==> config.mk <==
export PLATFORM = sky130hd
export DESIGN_NAME = ids_lane
export DESIGN_NICKNAME = d
export VERILOG_FILES = /design/src/rtl/ids_pkg.sv /design/src/rtl/ids_lane.sv
export SDC_FILE = /design/constraint.sdc
export NUM_CORES = 1
export LEC_CHECK = 0
export BUFFER_PORTS_ARGS = -buffer_cell sky130_fd_sc_hd__buf_2
export CAP_MARGIN = 20
export CELL_PAD_IN_SITES_DETAIL_PLACEMENT = 0
export CELL_PAD_IN_SITES_GLOBAL_PLACEMENT = 2
export CORE_ASPECT_RATIO = 1.25
export CORE_MARGIN = 2
export CORE_UTILIZATION = 37
export DETAILED_ROUTE_END_ITERATION = 16
export GPL_TIMING_DRIVEN = 0
export PLACE_DENSITY = 0.88
export SYNTH_ARGS = -nofsm -noshare
export SYNTH_HDL_FRONTEND = slang
export SYNTH_SLANG_ARGS = --single-unit
==> constraint.sdc <==
create_clock -name clk -period 9.2 [get_ports clk]
set_clock_uncertainty 0.15 [all_clocks]
set_input_delay 1.84 -clock clk [delete_from_list [all_inputs] [get_ports clk]]
set_output_delay 1.84 -clock clk [all_outputs]
set_load 0.01 [all_outputs]
==> src/rtl/ids_pkg.sv <==
// package for the integer-factor image downscaler
// shared constants, register indexes and the lane control struct; no dependencies
package ids_pkg;

  localparam int MAX_WIDTH_DEF  = 4096;
  localparam int MAX_FACTOR_DEF = 16;

  localparam int PIX_W   = 8;
  localparam int QUOT_W  = 8;
  localparam int CFG_W   = 13;
  localparam int CFG_IDX_W = 2;
  localparam int DIM_W   = 13;
  localparam int SCALE_W = 5;

  // register indexes on the configuration port
  localparam logic [CFG_IDX_W-1:0] REG_SCALE  = 2'd0;
  localparam logic [CFG_IDX_W-1:0] REG_COLOR  = 2'd1;
  localparam logic [CFG_IDX_W-1:0] REG_WIDTH  = 2'd2;
  localparam logic [CFG_IDX_W-1:0] REG_HEIGHT = 2'd3;

  // reset values
  localparam logic [SCALE_W-1:0] SCALE_RST  = 5'd2;
  localparam logic [DIM_W-1:0]   WIDTH_RST  = 13'd640;
  localparam logic [DIM_W-1:0]   HEIGHT_RST = 13'd480;

  // gaussian kernel weights sum to this
  localparam int GAUSS_DIV = 16;

  typedef struct packed {
    logic start;  // latch the updated sum and load the divider
    logic step;   // one restoring division step
  } lane_ctrl_t;

endpackage

==> src/rtl/ids_lane.sv <==
// one colour lane: weighted sum update and an iterative restoring divider
// depends on ids_pkg
module ids_lane #(
  parameter int SUM_W = 16,
  parameter int DIV_W = 9
) (
  input  logic                     clk,
  input  ids_pkg::lane_ctrl_t      ctrl,
  input  logic [ids_pkg::PIX_W-1:0] pixel,
  input  logic [2:0]               weight,
  input  logic                     first,
  input  logic [SUM_W-1:0]         old_sum,
  input  logic [DIV_W-1:0]         divisor,
  output logic [SUM_W-1:0]         new_sum,
  output logic [ids_pkg::QUOT_W-1:0] quotient
);
  import ids_pkg::*;

  localparam int CW = (SUM_W > DIV_W + QUOT_W - 1) ? SUM_W : DIV_W + QUOT_W - 1;

  logic [PIX_W+2:0] term;
  logic [CW-1:0]    rem;
  logic [CW-1:0]    dsh;

  assign term    = (PIX_W+3)'(pixel) * (PIX_W+3)'(weight);
  assign new_sum = first ? SUM_W'(term) : old_sum + SUM_W'(term);

  always_ff @(posedge clk) begin
    if (ctrl.start) begin
      rem      <= CW'(new_sum);
      dsh      <= CW'(divisor) << (QUOT_W - 1);
      quotient <= '0;
    end else if (ctrl.step) begin
      if (rem >= dsh) begin
        rem      <= rem - dsh;
        quotient <= {quotient[QUOT_W-2:0], 1'b1};
      end else begin
        quotient <= {quotient[QUOT_W-2:0], 1'b0};
      end
      dsh <= dsh >> 1;
    end
  end

endmodule

==> metrics <==
Die X 95.70 um; capture point of the worst reg-to-reg path rem[1]; syn_area_per_cell between 8 and 9 um^2; Most Used Layer, Global Route met2; Synthesis Warnings 0; setup repair after global routing missed its margin no; number of antenna violations at the first check in global routing 0; clock tree from TritonCTS built; first-pass GRT wire length ~16,000 um; Max-slew headroom 0.5112; endpoint kind of the worst setup timing path output pin; required time of the critical path 7.21 ns; grt ovf 0; average routed wire per standard cell roughly 15 um; worst slew pin tran 0.7314 ns; Pwr Density around 230 nW/um^2; number of max-slew violations in the final report 0; leak pwr 2.045 nW; launching instance or port of the critical path weight[2]; Clock Power Share 0.178; final routed DRC violation total 0; depth of the worst register-to-register path 7; Setup crit end new_sum[15]; clock tree root driver cell sky130_fd_sc_hd__clkbuf_16; number of global-route vias before repair between 3k and 4k; met3 routing resource usage after global routing 0.02231; fmax around 130 MHz; effective utilization at floorplan 0.3829; share of the cycle needed by the critical path after routing 0.8576; DRC marker count from the first detailed-route iteration 160; primary flip-flop cell chosen by synthesis mapping sky130_fd_sc_hd__edfxtp_1; post-detailed-route count of antenna-violating nets 0; overall die height 118.6 um; Flop pwr share 0.250; Layout Nets roughly 610; hpwl dp approximately 7900 um; placeable core area 10,160 um^2; Hold Crit Class flip-flop to flip-flop; final estimated routing congestion in global placement roughly 0.83; routed vias about 3.4k; Clock Sink Count 40; cell internal pwr between 600 and 700 uW; worst-case clock buffer depth 2; area delta synth->final 16.41%; post-synth cell types 58; sw power 426.2 uW; Seq/Total Area, Yosys 0.2703; kind of launch point of the worst setup path input pin; share of total power consumed by net switching 0.4060; Avg Vias per Cell 5.230; Cell Area, Synth between 3000 and 4000 um^2; number of diodes 0; clock transition time at the flip-flop clock pins of the worst setup and hold paths roughly 0.060 ns; hold violation total from the final report 0; met2 Resource Use GR 0.3182; Resized cells post-CTS 0; GR met1 Demand/Resource 0.2177; hold buffer count at cts 0; Overall Global Routing Usage 0.1760; maximum fanout along the worst path 10; H-tree levels 2; run status completed; number of synthesized flops with an enable pin 25; sum of negative setup slack 0 ns; fraction of registers with async set or reset after synthesis 0; Die ar. 11,350 um^2; shortest period the worst path allows 7.890 ns; worst-skew pair later-pin latency approximately 0.28 ns; row count approximately 40; peak ir drop on the vdd network 0.1134 mV; post-synthesis cell count 456; post-CTS setup repair buffer count 0; number of failing setup endpoints in the final timing report 0; number of maximum-capacitance constraint violations 0; share of cells above drive strength 1 0.1670; largest net degree at the start of global routing 17; number of synthesized register bits 40; Worst Setup Path Type input pin to output pin; Core Util, Final 0.4457; final-layout fill cell count around 1.1k; total of buffers placed on input and output ports 63; number of top-level design ports 64; worst flop-to-flop path startpoint rem[2]; register-to-register path setup slack 5.95 ns; Net Count, Synth approximately 540; number of clock buffers inserted by TritonCTS 5; share of power burned in combinational logic 0.572; Crit path arrival time a little under 6 ns; length of the first detailed-routing pass in iterations 4; Post-Route WL approximately 9700 um
-- layer usage --
layer	vias up	routed length (um)	share of wire
li1	1783	-	-
met1	1591	4336	0.45
met2	51	5018	0.52
met3	6	231	0.024
met4	0	80	0.0083
met5	-	0	0
-- worst max-delay path: stages --
cell                       delay [ns]
sky130_fd_sc_hd__buf_2           0.14
sky130_fd_sc_hd__and2_1          0.16
sky130_fd_sc_hd__fa_1            0.48
sky130_fd_sc_hd__ha_1            0.26
sky130_fd_sc_hd__fa_1            0.43
sky130_fd_sc_hd__a211oi_1        0.22
sky130_fd_sc_hd__nor2_1          0.10
sky130_fd_sc_hd__o21ai_0         0.24
sky130_fd_sc_hd__and2b_1         0.19
sky130_fd_sc_hd__xnor2_1         0.13
sky130_fd_sc_hd__ha_1            0.27
sky130_fd_sc_hd__clkbuf_1        0.21
sky130_fd_sc_hd__a21o_1          0.22
sky130_fd_sc_hd__o21ai_0         0.32
sky130_fd_sc_hd__a31oi_1         0.18
sky130_fd_sc_hd__xnor2_1         0.29
sky130_fd_sc_hd__nor2_1          0.06
sky130_fd_sc_hd__buf_2           0.15
-- cell usage in the layout (no fill, tap or decap), types with 11 or more instances in the layout --
master                     Yosys  routed
sky130_fd_sc_hd__ha_1         37      37
sky130_fd_sc_hd__nand2_1      45      45
sky130_fd_sc_hd__a21oi_1      23      23
sky130_fd_sc_hd__a211oi_1     12      12
sky130_fd_sc_hd__and2_1       11      11
sky130_fd_sc_hd__o21ai_0      25      25
sky130_fd_sc_hd__mux2i_1      19      19
sky130_fd_sc_hd__buf_2         1      64
sky130_fd_sc_hd__xnor2_1      15      15
sky130_fd_sc_hd__nor2_1       46      46
sky130_fd_sc_hd__dfxtp_1      15      15
sky130_fd_sc_hd__inv_1        35      35
sky130_fd_sc_hd__edfxtp_1     25      25
-- final cells by class --
| cell class | count | area (um^2) | area share |
|---|---|---|---|
| Clock inverter | 2 | 11.26 | 0.002488 |
| Inverter | 36 | 135.1 | 0.02985 |
| Timing Repair Buffer | 63 | 315.3 | 0.06965 |
| Tap cell | 129 | 161.4 | 0.03566 |
| Sequential cell | 40 | 1051 | 0.2322 |
| Clock buffer | 6 | 150.1 | 0.03317 |
| Multi-Input combinational cell | 365 | 2644 | 0.5840 |
| Buffer | 15 | 58.81 | 0.01299 |
-- cells in the mapped netlist, drive strengths merged, types with 11 or more instances --
library cell	count	share of area
and2	11	0.018
edfxtp	25	0.19
a211oi	12	0.023
nor2	46	0.044
o21ai	25	0.032
xnor2	15	0.034
dfxtp	15	0.077
ha	37	0.12
mux2i	19	0.049
inv	35	0.034
nand2	45	0.043
a21oi	23	0.030
-- power groups by stage --
stage	Clock, mW	Combinational, mW	Sequential [mW]
floorplan	0	0.461	0.261
global placement	0	0.595	0.264
detailed placement	0	0.597	0.266
CTS	0.193	0.602	0.263
global route	0.198	0.677	0.266
finish	0.187	0.600	0.263
-- metrics by stage --
| stage | instances | area (um^2) | total power [mW] | worst slack (ns) | hold WS (ns) |
|---|---|---|---|---|---|
| after global routing | 656 | 4527 | 1.141 | 0.9648 | 0.3619 |
| after CTS | 656 | 4527 | 1.058 | 1.260 | 0.3459 |
| after global placement | 648 | 4365 | 0.8596 | 1.274 | 0.3178 |
| after floorplan | 456 | 3889 | 0.7223 | 2.020 | 0.3147 |
| after detailed placement | 648 | 4365 | 0.8633 | 1.277 | 0.3314 |
| final | 656 | 4527 | 1.050 | 1.310 | 0.3455 |
-- kinds of logic (layout without fill, tap and decap cells) --
logic type / after synthesis / after routing / share of synthesized area
AO/OA/AOI/OAI: 115 / 115 / 0.1982
buffers and inverters: 51 / 122 / 0.04987
multiplexers: 28 / 28 / 0.07593
adder cells (fa/ha/maj): 46 / 46 / 0.1654
XOR/XNOR: 25 / 25 / 0.05631
flip-flops: 40 / 40 / 0.2703
AND/OR/NAND/NOR: 151 / 151 / 0.1840
-- state kept, by name, indices dropped and copies added (netlist names) --
| signal | cells |
|---|---|
| dsh | 16 |
| quotient | 8 |
| rem | 16 |
-- worst min-delay path by stage --
stage                     start          end  cells past startpoint
floorplan                dsh[0]       dsh[0]                      2
global route        quotient[0]  quotient[0]                      2
detailed placement  quotient[7]  quotient[7]                      2
finish              quotient[7]  quotient[7]                      2
CTS                 quotient[0]  quotient[0]                      2
global placement    quotient[7]  quotient[7]                      2
No activity file was read; power rests on OpenSTA's default activity.
